`config.mk`:
```
export PLATFORM = sky130hd
export DESIGN_NAME = rover_autonomy_mode_controller_core
export DESIGN_NICKNAME = d
export VERILOG_FILES = /design/src/sv/ramc_pkg.sv /design/src/sv/ramc_regs.sv /design/src/sv/ramc_range.sv /design/src/sv/rover_autonomy_mode_controller_core.sv
export SDC_FILE = /design/constraint.sdc
export NUM_CORES = 1
export LEC_CHECK = 0
export BUFFER_PORTS_ARGS = -buffer_cell sky130_fd_sc_hd__buf_4
export CORE_ASPECT_RATIO = 1.25
export CORE_MARGIN = 2
export CORE_UTILIZATION = 62
export CTS_CLUSTER_SIZE = 40
export DETAILED_ROUTE_END_ITERATION = 8
export GPL_TIMING_DRIVEN = 0
export PLACE_DENSITY = 0.94
export SETUP_SLACK_MARGIN = 0.4
export SYNTH_ARGS = -nofsm -noshare
export SYNTH_HDL_FRONTEND = slang
export SYNTH_SLANG_ARGS = --single-unit
export TNS_END_PERCENT = 100
```
`constraint.sdc`:
```
create_clock -name clk -period 11.15 [get_ports clk]
set_input_delay 1.115 -clock clk [delete_from_list [all_inputs] [get_ports clk]]
set_output_delay 1.115 -clock clk [all_outputs]
set_load 0.01 [all_outputs]
```
`src/sv/ramc_pkg.sv`:
```
`timescale 1ns / 1ps
// ----------------------------------------------------------------------------
// ramc_pkg
// Shared types and constants of the rover autonomy mode controller.
// ----------------------------------------------------------------------------
package ramc_pkg;

	// Controller timing, in ticks.
	localparam int MANUAL_HOLD_TICKS = 100;
	localparam int SEARCH_TICKS      = 300;
	localparam int RETURN_TICKS      = 50;
	localparam int LOST_TICKS        = 30;

	// Echo widths above this limit give no range.
	localparam int ECHO_LIMIT_US = 4000;

	// Counter widths follow from the bounds they can reach.
	localparam int RH_W = $clog2(RETURN_TICKS + 1);
	localparam int LH_W = $clog2(MANUAL_HOLD_TICKS + 1);
	localparam int SC_W = $clog2(SEARCH_TICKS + 1);
	localparam int LC_W = $clog2(LOST_TICKS + 2);

	// Field widths.
	localparam int US_W    = 14;
	localparam int MM_W    = 10;
	localparam int ECHO_W  = 16;
	localparam int MODE_W  = 2;

	// Range arithmetic: range = echo * 17 / 100, with the division done as a
	// multiply by a rounded-up reciprocal of 100 scaled by 2^RECIP_SHIFT.
	// The rounding error stays below one count for every 16-bit echo.
	localparam int RECIP_SHIFT = 28;
	localparam longint RECIP_100 = ((64'd1 << RECIP_SHIFT) + 64'd99) / 64'd100;
	localparam int SCALE_W = 26;
	localparam logic [SCALE_W-1:0] RANGE_SCALE = SCALE_W'(64'd17 * RECIP_100);
	localparam int PROD_W = ECHO_W + SCALE_W;
	localparam int QUOT_W = PROD_W - RECIP_SHIFT;

	// Range in millimetres above which a target counts as seen.
	localparam logic [MM_W-1:0] SEEN_MIN_MM    = MM_W'(5);
	localparam logic [MM_W:0]   TARGET_BACK_MM = (MM_W+1)'(25);
	localparam logic [MM_W:0]   TRACK_BAND_MM  = (MM_W+1)'(10);

	// Register indexes.
	typedef enum logic [2:0] {
		REG_LEFT_LIMIT   = 3'd0,
		REG_RIGHT_COARSE = 3'd1,
		REG_RIGHT_EXACT  = 3'd2,
		REG_STOP_A       = 3'd3,
		REG_STOP_B       = 3'd4,
		REG_FORWARD      = 3'd5,
		REG_BACKWARD     = 3'd6,
		REG_SAFE_RANGE   = 3'd7
	} reg_idx_t;

	localparam int PADDR_W = 5;
	localparam int PDATA_W = 32;

	// Reset values of the registers.
	localparam logic [US_W-1:0] LEFT_LIMIT_RST   = US_W'(1200);
	localparam logic [US_W-1:0] RIGHT_COARSE_RST = US_W'(1800);
	localparam logic [US_W-1:0] RIGHT_EXACT_RST  = US_W'(1575);
	localparam logic [US_W-1:0] STOP_A_RST       = US_W'(1500);
	localparam logic [US_W-1:0] STOP_B_RST       = US_W'(13500);
	localparam logic [US_W-1:0] FORWARD_RST      = US_W'(13350);
	localparam logic [US_W-1:0] BACKWARD_RST     = US_W'(13650);
	localparam logic [MM_W-1:0] SAFE_RANGE_RST   = MM_W'(150);

	typedef struct packed {
		logic [US_W-1:0] left_limit_us;
		logic [US_W-1:0] right_coarse_us;
		logic [US_W-1:0] right_exact_us;
		logic [US_W-1:0] stop_a_us;
		logic [US_W-1:0] stop_b_us;
		logic [US_W-1:0] forward_us;
		logic [US_W-1:0] backward_us;
		logic [MM_W-1:0] safe_range_mm;
	} ramc_cfg_t;

	typedef struct packed {
		logic [US_W-1:0]   pwm_a_in_us;
		logic [US_W-1:0]   pwm_b_in_us;
		logic [ECHO_W-1:0] echo_width_us;
		logic              infrared_seen;
	} ramc_in_t;

	typedef struct packed {
		logic [US_W-1:0]   drive_a_us;
		logic [US_W-1:0]   drive_b_us;
		logic [MODE_W-1:0] run_mode;
		logic [MM_W-1:0]   range_mm;
	} ramc_out_t;

	typedef struct packed {
		logic [MM_W-1:0] range_mm;
		logic            seen;
	} ramc_range_t;

	typedef enum logic [3:0] {
		MODE_MANUAL = 4'b0001,
		MODE_ROAM   = 4'b0010,
		MODE_SEARCH = 4'b0100,
		MODE_TRACK  = 4'b1000
	} mode_t;

	localparam logic [MODE_W-1:0] RUN_MANUAL = 2'd0;
	localparam logic [MODE_W-1:0] RUN_ROAM   = 2'd1;
	localparam logic [MODE_W-1:0] RUN_SEARCH = 2'd2;
	localparam logic [MODE_W-1:0] RUN_TRACK  = 2'd3;

	function automatic logic [MODE_W-1:0] run_code(mode_t m);
		logic [MODE_W-1:0] code;
		unique case (m)
			MODE_ROAM:   code = RUN_ROAM;
			MODE_SEARCH: code = RUN_SEARCH;
			MODE_TRACK:  code = RUN_TRACK;
			default:     code = RUN_MANUAL;
		endcase
		return code;
	endfunction

endpackage

```
`src/sv/ramc_regs.sv`:
```
`timescale 1ns / 1ps
// ----------------------------------------------------------------------------
// ramc_regs
// APB-style register file holding the controller thresholds and drive widths.
// ----------------------------------------------------------------------------
module ramc_regs import ramc_pkg::*; (
	input  logic               clk,
	input  logic               arst_n,
	input  logic               psel,
	input  logic               penable,
	input  logic               pwrite,
	input  logic [PADDR_W-1:0] paddr,
	input  logic [PDATA_W-1:0] pwdata,
	output logic [PDATA_W-1:0] prdata,
	output logic               pready,
	output ramc_cfg_t          cfg
);

	ramc_cfg_t cfg_q;
	reg_idx_t  idx;
	logic      wr_en;

	assign pready = 1'b1;
	assign idx    = reg_idx_t'(paddr[PADDR_W-1:2]);
	assign wr_en  = psel && penable && pwrite;
	assign cfg    = cfg_q;

	always_ff @(posedge clk or negedge arst_n) begin
		if (!arst_n) begin
			cfg_q.left_limit_us   <= LEFT_LIMIT_RST;
			cfg_q.right_coarse_us <= RIGHT_COARSE_RST;
			cfg_q.right_exact_us  <= RIGHT_EXACT_RST;
			cfg_q.stop_a_us       <= STOP_A_RST;
			cfg_q.stop_b_us       <= STOP_B_RST;
			cfg_q.forward_us      <= FORWARD_RST;
			cfg_q.backward_us     <= BACKWARD_RST;
			cfg_q.safe_range_mm   <= SAFE_RANGE_RST;
		end else if (wr_en) begin
			unique case (idx)
				REG_LEFT_LIMIT:   cfg_q.left_limit_us   <= pwdata[US_W-1:0];
				REG_RIGHT_COARSE: cfg_q.right_coarse_us <= pwdata[US_W-1:0];
				REG_RIGHT_EXACT:  cfg_q.right_exact_us  <= pwdata[US_W-1:0];
				REG_STOP_A:       cfg_q.stop_a_us       <= pwdata[US_W-1:0];
				REG_STOP_B:       cfg_q.stop_b_us       <= pwdata[US_W-1:0];
				REG_FORWARD:      cfg_q.forward_us      <= pwdata[US_W-1:0];
				REG_BACKWARD:     cfg_q.backward_us     <= pwdata[US_W-1:0];
				REG_SAFE_RANGE:   cfg_q.safe_range_mm   <= pwdata[MM_W-1:0];
				default:          cfg_q                 <= cfg_q;
			endcase
		end
	end

	always_comb begin
		unique case (idx)
			REG_LEFT_LIMIT:   prdata = PDATA_W'(cfg_q.left_limit_us);
			REG_RIGHT_COARSE: prdata = PDATA_W'(cfg_q.right_coarse_us);
			REG_RIGHT_EXACT:  prdata = PDATA_W'(cfg_q.right_exact_us);
			REG_STOP_A:       prdata = PDATA_W'(cfg_q.stop_a_us);
			REG_STOP_B:       prdata = PDATA_W'(cfg_q.stop_b_us);
			REG_FORWARD:      prdata = PDATA_W'(cfg_q.forward_us);
			REG_BACKWARD:     prdata = PDATA_W'(cfg_q.backward_us);
			REG_SAFE_RANGE:   prdata = PDATA_W'(cfg_q.safe_range_mm);
			default:          prdata = '0;
		endcase
	end

endmodule

```
`src/sv/ramc_range.sv`:
```
`timescale 1ns / 1ps
// ----------------------------------------------------------------------------
// ramc_range
// Converts an ultrasonic echo width into a range in millimetres.
// ----------------------------------------------------------------------------
module ramc_range import ramc_pkg::*; (
	input  logic [ECHO_W-1:0] echo_width_us,
	output ramc_range_t       rng
);

	logic [PROD_W-1:0] prod;
	logic [QUOT_W-1:0] quot;

	// One multiply by 17/100 in fixed point; the high bits are the floor.
	assign prod = PROD_W'(echo_width_us) * PROD_W'(RANGE_SCALE);
	assign quot = prod[PROD_W-1:RECIP_SHIFT];

	always_comb begin
		if (echo_width_us > ECHO_W'(ECHO_LIMIT_US)) begin
			rng.range_mm = '0;
		end else if (quot > QUOT_W'({MM_W{1'b1}})) begin
			rng.range_mm = {MM_W{1'b1}};
		end else begin
			rng.range_mm = quot[MM_W-1:0];
		end
		rng.seen = rng.range_mm > SEEN_MIN_MM;
	end

endmodule

```
`src/sv/rover_autonomy_mode_controller_core.sv`:
```
`timescale 1ns / 1ps
// ----------------------------------------------------------------------------
// rover_autonomy_mode_controller_core
// Four-mode rover controller: manual pass-through, roam, search and track.
// ----------------------------------------------------------------------------
// A word accepted into the input register is loaded into the result register
// once that register is free, and is offered on the output from then on.
// Throughput: one word per cycle unless the output stalls; the input register
// and result register each hold one word; the mode logic is combinational.
// Reset: arst_n clears both registers' valid flags, returns the mode to manual,
// clears all hold, search and lost counters and the target range, and loads
// the register defaults.
module rover_autonomy_mode_controller_core import ramc_pkg::*; (
	input  logic               clk,
	input  logic               arst_n,
	input  logic               in_valid,
	output logic               in_stall,
	input  ramc_in_t           in_word,
	output logic               out_valid,
	input  logic               out_stall,
	output ramc_out_t          out_word,
	input  logic               psel,
	input  logic               penable,
	input  logic               pwrite,
	input  logic [PADDR_W-1:0] paddr,
	input  logic [PDATA_W-1:0] pwdata,
	output logic [PDATA_W-1:0] prdata,
	output logic               pready
);

	ramc_cfg_t   cfg;
	ramc_range_t rng;

	ramc_in_t  word_s1;
	logic      valid_s1;
	ramc_out_t out_word_q;
	logic      out_valid_q;
	logic      advance;

	mode_t           mode_q, mode_n;
	logic [RH_W-1:0] rh_q, rh_n;
	logic [LH_W-1:0] lh_q, lh_n;
	logic [SC_W-1:0] sc_q, sc_n;
	logic [LC_W-1:0] lc_q, lc_n;
	logic [MM_W-1:0] tg_q, tg_n;
	logic [US_W-1:0] da, db;
	logic [MM_W-1:0] new_tg;
	logic [MM_W:0]   rng_x, tg_x;

	ramc_regs u_regs (
		.clk     (clk),
		.arst_n  (arst_n),
		.psel    (psel),
		.penable (penable),
		.pwrite  (pwrite),
		.paddr   (paddr),
		.pwdata  (pwdata),
		.prdata  (prdata),
		.pready  (pready),
		.cfg     (cfg)
	);

	ramc_range u_range (
		.echo_width_us (word_s1.echo_width_us),
		.rng           (rng)
	);

	assign advance   = valid_s1 && (!out_valid_q || !out_stall);
	assign in_stall  = valid_s1 && !advance;
	assign out_valid = out_valid_q;
	assign out_word  = out_word_q;

	assign rng_x = (MM_W+1)'(rng.range_mm);
	assign tg_x  = (MM_W+1)'(tg_q);

	// A new target sits 25 mm short of the range, but never below the safe range.
	assign new_tg = (rng_x < (MM_W+1)'(cfg.safe_range_mm) + TARGET_BACK_MM)
		? cfg.safe_range_mm : MM_W'(rng_x - TARGET_BACK_MM);

	always_comb begin
		mode_n = mode_q;
		rh_n   = rh_q;
		lh_n   = lh_q;
		sc_n   = sc_q;
		lc_n   = lc_q;
		tg_n   = tg_q;

		// The right-stick hold is checked ahead of the mode logic.
		if (word_s1.pwm_a_in_us >= cfg.right_coarse_us) begin
			lh_n = '0;
			if (rh_q == RH_W'(RETURN_TICKS)) begin
				mode_n = MODE_MANUAL;
			end else begin
				rh_n = rh_q + RH_W'(1);
			end
		end else begin
			rh_n = '0;
		end

		da = cfg.stop_a_us;
		db = cfg.stop_b_us;
		unique case (mode_n)
			MODE_TRACK: begin
				if (rng.seen) begin
					if (rng_x > tg_x + TRACK_BAND_MM) begin
						db = cfg.forward_us;
					end else if (rng_x + TRACK_BAND_MM < tg_x) begin
						db = cfg.backward_us;
					end
				end else if (lc_q > LC_W'(LOST_TICKS)) begin
					mode_n = MODE_SEARCH;
					lc_n   = '0;
					sc_n   = '0;
					da     = cfg.right_exact_us;
				end else begin
					lc_n = lc_q + LC_W'(1);
				end
			end
			MODE_SEARCH: begin
				if (rng.seen) begin
					mode_n = MODE_TRACK;
					tg_n   = new_tg;
				end else if (sc_q >= SC_W'(SEARCH_TICKS)) begin
					mode_n = MODE_ROAM;
					da     = cfg.right_coarse_us;
				end else begin
					sc_n = sc_q + SC_W'(1);
					da   = cfg.right_exact_us;
				end
			end
			MODE_ROAM: begin
				if (word_s1.infrared_seen) begin
					if (rng.seen) begin
						mode_n = MODE_TRACK;
						tg_n   = new_tg;
					end else begin
						mode_n = MODE_SEARCH;
						sc_n   = '0;
						da     = cfg.right_exact_us;
					end
				end else begin
					da = cfg.right_coarse_us;
				end
			end
			default: begin
				da = word_s1.pwm_a_in_us;
				db = word_s1.pwm_b_in_us;
				if (word_s1.pwm_a_in_us <= cfg.left_limit_us) begin
					if (lh_n >= LH_W'(MANUAL_HOLD_TICKS)) begin
						mode_n = MODE_ROAM;
						lh_n   = '0;
						da     = cfg.right_coarse_us;
						db     = cfg.stop_b_us;
					end else begin
						lh_n = lh_n + LH_W'(1);
					end
				end else begin
					lh_n = '0;
				end
			end
		endcase
	end

	always_ff @(posedge clk or negedge arst_n) begin
		if (!arst_n) begin
			valid_s1    <= 1'b0;
			out_valid_q <= 1'b0;
			mode_q      <= MODE_MANUAL;
			rh_q        <= '0;
			lh_q        <= '0;
			sc_q        <= '0;
			lc_q        <= '0;
			tg_q        <= '0;
		end else begin
			if (in_valid && !in_stall) begin
				valid_s1 <= 1'b1;
			end else if (advance) begin
				valid_s1 <= 1'b0;
			end
			if (advance) begin
				out_valid_q <= 1'b1;
				mode_q      <= mode_n;
				rh_q        <= rh_n;
				lh_q        <= lh_n;
				sc_q        <= sc_n;
				lc_q        <= lc_n;
				tg_q        <= tg_n;
			end else if (!out_stall) begin
				out_valid_q <= 1'b0;
			end
		end
	end

	always_ff @(posedge clk) begin
		if (in_valid && !in_stall) begin
			word_s1 <= in_word;
		end
		if (advance) begin
			out_word_q.drive_a_us <= da;
			out_word_q.drive_b_us <= db;
			out_word_q.run_mode   <= run_code(mode_n);
			out_word_q.range_mm   <= rng.range_mm;
		end
	end

	// The input side stalls only when both registers are full and the output is held.
	a_stall_only_when_full: assert property (@(posedge clk) disable iff (!arst_n)
		in_stall |-> (valid_s1 && out_valid_q && out_stall))
		else $error("input stalled while a register had room");

	a_advance_fills_output: assert property (@(posedge clk) disable iff (!arst_n)
		advance |=> out_valid_q)
		else $error("processed word did not reach the output register");

	a_counters_bounded: assert property (@(posedge clk) disable iff (!arst_n)
		(rh_q <= RH_W'(RETURN_TICKS)) && (sc_q <= SC_W'(SEARCH_TICKS))
		&& (lc_q <= LC_W'(LOST_TICKS + 1)) && (lh_q <= LH_W'(MANUAL_HOLD_TICKS)))
		else $error("hold or timeout counter ran past its bound");

	a_roam_entry_from_hold: assert property (@(posedge clk) disable iff (!arst_n)
		(advance && mode_q == MODE_MANUAL && mode_n == MODE_ROAM)
		|-> (lh_q >= LH_W'(MANUAL_HOLD_TICKS)))
		else $error("roam entered without a full left-stick hold");

	a_mode_follows_output: assert property (@(posedge clk) disable iff (!arst_n)
		advance |=> (out_word_q.run_mode == run_code(mode_q)))
		else $error("reported mode differs from stored mode");

endmodule

```
== After elaboration in Yosys (flattened, before gate mapping) ==
Index checks and enable logic that the tools add are counted.
W data, S select, Z words.

* Bits in registers: 236
* Input bits: 89
* Latch bits: 0
* Word-level logic and storage cells: 147
* Memory bits (read-only): 0
* Bits in writable memories: 0
* Memories kept: 0

* Magnitude comparators: 11
* Reductions and logical operators: 28
* Equal/unequal tests: 22
* Multiplexer cells: 52
* Shifts and indexed selects: 0
* $mul: 1
* Add/sub/neg operators: 8
* Bitwise gates (word level): 1
* Div/mod/pow operators: 0

{| class="wikitable"
|+ Operators with widths
! kind !! number
|-
| $pmux W32 S8 || 1
|-
| $mux W14 || 13
|-
| $mux W9 || 6
|-
| $mux W10 || 5
|-
| $mul A16 B26 Y42 const B || 1
|-
| $pmux W14 S3 || 1
|-
| $mux W4 || 10
|-
| $mux W7 || 4
|-
| $pmux W14 S2 || 1
|-
| $pmux W9 S3 || 1
|-
| $add A10 B4 Y11 const B || 2
|-
| $pmux W10 S2 || 1
|-
| $reduce_and A2 Y1 || 9
|-
| $gt A16 B12 Y1 const B || 1
|-
| $ge A14 B14 Y1 || 1
|-
| $gt A14 B10 Y1 const B || 1
|-
| $le A14 B14 Y1 || 1
|-
| $ne A2 B2 Y1 const B || 7
|-
| $eq A3 B3 Y1 const B || 4
|-
| $mux W6 || 2
|-
| $pmux W4 S3 || 1
|-
| $add A10 B5 Y11 const B || 1
|-
| $gt A10 B11 Y1 || 1
|-
| $lt A10 B11 Y1 || 1
|-
| other kinds (31) || 47
|}

== Longest topological paths before layout ==
* Depth after elaboration: 10
* Gate-level depth with buffers: 37
* Depth with buffers taken out: 36

== Cells and area by module ==
Synthesis repeated with hierarchy kept, for this count alone.

* Cells, all modules: 2,016
* Area total of the unflattened synthesis: 20,515.9 µm²

{| class="wikitable"
|+ By module, submodules not included
! module !! area an instance (µm²) !! sequential area each (µm²) !! instances !! cells each
|-
| rover_autonomy_mode_controller_core || 8,275.4 || 3,629.7 || 1 || 858
|-
| ramc_range || 7,074.3 || 0.0 || 1 || 764
|-
| ramc_regs || 5,166.2 || 2,760.1 || 1 || 394
|}

== Worst setup path after synthesis ==
Ideal clock, no wire load.

* Kind: register to register
* Start: register word_s1[5] in the netlist's numbering
* End: register out_word_q (netlist bit out_word[12]), data pin
* Data arrival time: 9,035 ps
* Period minus slack after synthesis: 9,296 ps
* Path buffers: 1
* Path slack: 1,854 ps
* Cell stages (with the launch flop): 35
* Data required time: 10,889 ps
* Cell sequence: edfxtp_1 fa_1 inv_1 fa_1 inv_1 fa_1 fa_1 fa_1 inv_1 fa_1 ha_1 and4_1 a41oi_1 o21ai_1 o211ai_1 nor4bb_1 o32ai_1 or3b_1 nor2_1 a21oi_1 inv_1 ha_1 ha_1 o21a_1 o21a_1 o21a_1 o21a_1 o21a_1 o21ai_0 a21oi_1 a211oi_1 o221ai_4 a31o_1 buf_4 a221o_1

{| class="wikitable"
|+ RTL lines
! what !! RTL line !! source
|-
| start, declared || rover_autonomy_mode_controller_core.sv:34 || <nowiki>ramc_in_t word_s1;</nowiki>
|-
| start signal, assigned || rover_autonomy_mode_controller_core.sv:196 || <nowiki>word_s1 <= in_word;</nowiki>
|-
| end, declared || rover_autonomy_mode_controller_core.sv:36 || <nowiki>ramc_out_t out_word_q;</nowiki>
|}

== Worst setup path after layout ==
* Start: register word_s1[5] in the netlist's numbering
* End: register out_word_q (netlist bit out_word[13]), data pin

* Word-level cells in the longest chain between the ends: 10
* Elaborated cells between the ends (all ways): 13

{| class="wikitable"
|+ Ends and longest elaborated chain
! what !! RTL line !! source
|-
| $mul A16 B26 Y42 || ramc_range.sv:15 || <nowiki>assign prod = PROD_W'(echo_width_us) * PROD_W'(RANGE_SCALE);</nowiki>
|-
| $gt A14 B10 Y1 || ramc_range.sv:21 || <nowiki>end else if (quot > QUOT_W'({MM_W{1'b1}})) begin</nowiki>
|-
| $mux W10 || ramc_range.sv:21 ||
|-
| $mux W10 (*) || ramc_range.sv:19 || <nowiki>if (echo_width_us > ECHO_W'(ECHO_LIMIT_US)) begin</nowiki>
|-
| $add A10 B4 Y11 || rover_autonomy_mode_controller_core.sv:107 || <nowiki>end else if (rng_x + TRACK_BAND_MM < tg_x) begin</nowiki>
|-
| $lt A11 B10 Y1 || rover_autonomy_mode_controller_core.sv:107 ||
|-
| $mux W14 || rover_autonomy_mode_controller_core.sv:107 ||
|-
| $mux W14 || rover_autonomy_mode_controller_core.sv:105 || <nowiki>if (rng_x > tg_x + TRACK_BAND_MM) begin</nowiki>
|-
| $mux W14 (*) || rover_autonomy_mode_controller_core.sv:104 || <nowiki>if (rng.seen) begin</nowiki>
|-
| $pmux W14 S2 (*) || rover_autonomy_mode_controller_core.sv:102 || <nowiki>unique case (mode_n)</nowiki>
|-
| via db[1] || rover_autonomy_mode_controller_core.sv:46 || <nowiki>logic [US_W-1:0] da, db;</nowiki>
|}

The timed path passes the listed nets; every way through them passes the cells marked *.
A chain may end at the register's enable or synchronous reset.

==> impl_metrics.tcl <==
set metrics [dict create \
    status "finished, violations left" \
    violations "capacitance limit" \
    reg2reg_setup_slack_ns 0.90 \
    critical_path_arrival_ns 10.54 \
    route.detailed.drc 0 \
    synthCells 2052 \
    via_count 16900 \
    start_kind "flop" \
    slew-limit-headroom 0.00544 \
    gr-total-overflow 0 \
    core_area_um2 32500 \
    rr_startpoint "word_s1[5]$_DFFE_PP_" \
    path_common_cell "fa_1" \
    finalNonFillerCells 2662 \
    period_share 0.919 \
    clockRootBuffer "clkbuf_16" \
    path_class "flop to flop" \
    synth-async-reset-ratio 0.640 \
    ys_seq_area_frac 0.314 \
    nFillCells 2287 \
    maxCapViolCount 1 \
    dp.cells 2612 \
    layout_common_cells "inv_1 (291), ha_1 (249), buf_4 (142)" \
    num_rows 74 \
    min_path_cells 2 \
    grt_usage 0.348 \
    drv_slew 0 \
    drt_wl_total_um 59800 \
    start_util 0.627 \
    avgRoutedWirePerCell_um 22.5 \
    grt_max_degree 79 \
    grt_pass1_vias 18000 \
    port_buffers 122 \
    ir_drop_v 0.000265 \
    ant_nets 0 \
    fmax_mhz 97.6 \
    htree_levels 1 \
    power_density_nw_per_um2 327 \
    dp_hpwl_um 46700 \
    synth-edff-count 85 \
    postCtsHoldBufs 0 \
    ys_types 95 \
    cts_tree "built" \
    dr.pass1.iters 8 \
    rsz0062_at_grt "false" \
    syn2layout_area_growth_pct 12.4 \
    place_ws_ns 0.301 \
    hold_path.class "flop to flop" \
    ys_ff_latch 236 \
    ys.flop_type "dfrtp_1" \
    post_cts_resize_count 2 \
    yosys_warnings 0 \
    cts_buffer_depth 3 \
    ios 164 \
    placed_area_um2 22000 \
    cp.required_ns 11.44 \
    final_hold_viol_count 0 \
    clkTransAtPathRegs_ns 0.07 \
    final_common_cell "inv_1" \
    syn_avg_cell_area_um2 9.93 \
    reg2reg_to "out_word[13]$_DFFE_PP_" \
    place_congestion 1.02 \
    synth_area_um2 20400 \
    cts_buffers 27 \
    fin_skew_ns 0.0188 \
    insertion_delay_ns 0.57 \
    whs_ns 0.490 \
    drive_above_1_share 0.163 \
    vias_per_cell 6.35 \
    setup_ws_ns 0.902 \
    finalInstanceArea_um2 22900 \
    setup_viol 0 \
    cts.sinks 236 \
    fin_nets 2688 \
    post_cts_buffers 0 \
    cp-end-kind "flop" \
    fin_crit_ns 10.25 \
    rr_worst_depth 33 \
    whs_endpoint "tg_q[6]$_DFFE_PN0P_" \
    dieHeight_um 207 \
    slowest_stage "fa_1" \
    worstMarginPinSlew_ns 1.48 \
    worstPathMaxFanout 10 \
    drt_iter0_markers 1830 \
    hp-start "tg_q[6]$_DFFE_PN0P_" \
    grt_pass1_wl_um 94100 \
    fin_setup_tns_ns 0 \
    critPathMaxStageDelay_ns 0.81 \
    dieArea_um2 34300 \
    leakagePower_nw 10.7 \
    die_x_um 166 \
    antenna_found_initial 0 \
    antenna_cells 0 \
]
==> synthesized netlist by cell type, types with 5 or more instances <==
cell        n  area share
edfxtp_1   85        0.13
nor2_1    129       0.024
a21o_1     19      0.0070
nand3_1    32      0.0079
and3_1     11      0.0034
o31ai_1    13      0.0048
a21boi_0   14      0.0052
o21ai_0   138       0.034
or3_1      17      0.0052
mux2_2     73       0.040
o21ai_1    11      0.0027
xor2_1     12      0.0052
buf_2       9      0.0022
nor4_1      5      0.0015
a21oi_1   100       0.025
buf_4      21      0.0077
a22o_1     15      0.0064
dfstp_2    47       0.061
nor2b_1    18      0.0055
clkbuf_1   43      0.0079
and2_1      5      0.0015
a211oi_1   26      0.0096
o211ai_1   13      0.0048
o21a_1     23      0.0085
fa_1      127        0.12
nand2b_1   22      0.0068
nor3_1     34      0.0084
a22oi_1    10      0.0037
nor3b_1     6      0.0022
o22ai_1     7      0.0021
a31oi_1     8      0.0025
mux4_2      6      0.0066
a41oi_1     5      0.0021
a221oi_1    8      0.0034
a221o_1    11      0.0054
xnor2_1    23      0.0099
dfrtp_1   104        0.13
nand2_1   124       0.023
nand4_1    34       0.010
mux2i_1    17      0.0084
inv_1     291       0.054
ha_1      249        0.15
==> metal layers <==
layer | wire, µm | track usage | up-vias | part of all wire
li1 | - | - | 7501 | -
met4 | 4810 | 0.264 | 0 | 0.080
met1 | 20600 | 0.377 | 8159 | 0.34
met3 | 4270 | 0.0513 | 307 | 0.071
met5 | 0 | 0 | - | 0
met2 | 30100 | 0.622 | 949 | 0.50
==> critical path, delay by kind of cell, from the launching register on <==
kind	cells	cell delay, ns
buf+inv	5	0.56
flops	1	0.61
compound gates	14	3.50
fa+ha+maj	8	3.88
simple gates	6	1.42
==> report_power, final <==
group / internal, W / switching [W]
sequential: 0.00114 / 0.000163
clock: 0.000537 / 0.000390
combinational: 0.00197 / 0.00329
total: 0.00364 / 0.00384
==> area by class of cell <==
class / instances / area (µm²) / area share
multi-input cells: 1463 / 12600 / 0.550
flip-flops and latches: 236 / 6390 / 0.279
inverters: 293 / 1100 / 0.0480
repair buffers: 125 / 987 / 0.0431
clock buffers: 39 / 817 / 0.0357
well taps: 418 / 523 / 0.0228
plain buffers: 77 / 395 / 0.0173
clock inverters: 11 / 104 / 0.00454
==> kinds of logic (layout without fill, tap and decap cells) <==
group / Yosys count / after routing / synth area share
flops: 236 / 236 / 0.314
mux: 96 / 96 / 0.0553
xor+xnor: 38 / 38 / 0.0174
other cells: 2 / 19 / 0.000369
compound gates: 471 / 471 / 0.151
buf+inv: 370 / 545 / 0.0733
simple gates: 463 / 463 / 0.111
fa+ha+maj: 376 / 376 / 0.278
==> state kept, by name, summed over array words and instances (netlist names), 4 cells and up <==
register	flops
out_word	40
lh_q	7
lc_q	5
sc_q	9
tg_q	10
rh_q	6
word_s1	45
mode_q	4
u_regs.cfg	108
==> through the flow <==
| step | utilization | power (W) |
|---|---|---|
| after global placement | 0.673 | 0.00620 |
| after detailed placement | 0.675 | 0.00639 |
| after global routing | 0.705 | 0.00809 |
| final | 0.705 | 0.00748 |
| after floorplan | - | 0.00499 |
| after CTS | 0.704 | 0.00736 |
==> worst max path at each step <==
stage	startpoint	endpoint	slack, ns	depth (start not counted)
floorplan	word_s1[5]$_DFFE_PP_	out_word[12]$_DFFE_PP_	1.85	34
global placement	word_s1[15]$_DFFE_PP_	out_word[25]$_DFFE_PP_	0.34	34
detailed placement	word_s1[14]$_DFFE_PP_	out_word[25]$_DFFE_PP_	0.30	35
CTS	word_s1[14]$_DFFE_PP_	out_word[13]$_DFFE_PP_	0.54	35
global route	word_s1[14]$_DFFE_PP_	out_word[13]$_DFFE_PP_	0.43	35
finish	word_s1[5]$_DFFE_PP_	out_word[13]$_DFFE_PP_	0.90	33
Note: power is estimated with default switching activity, not from simulation.
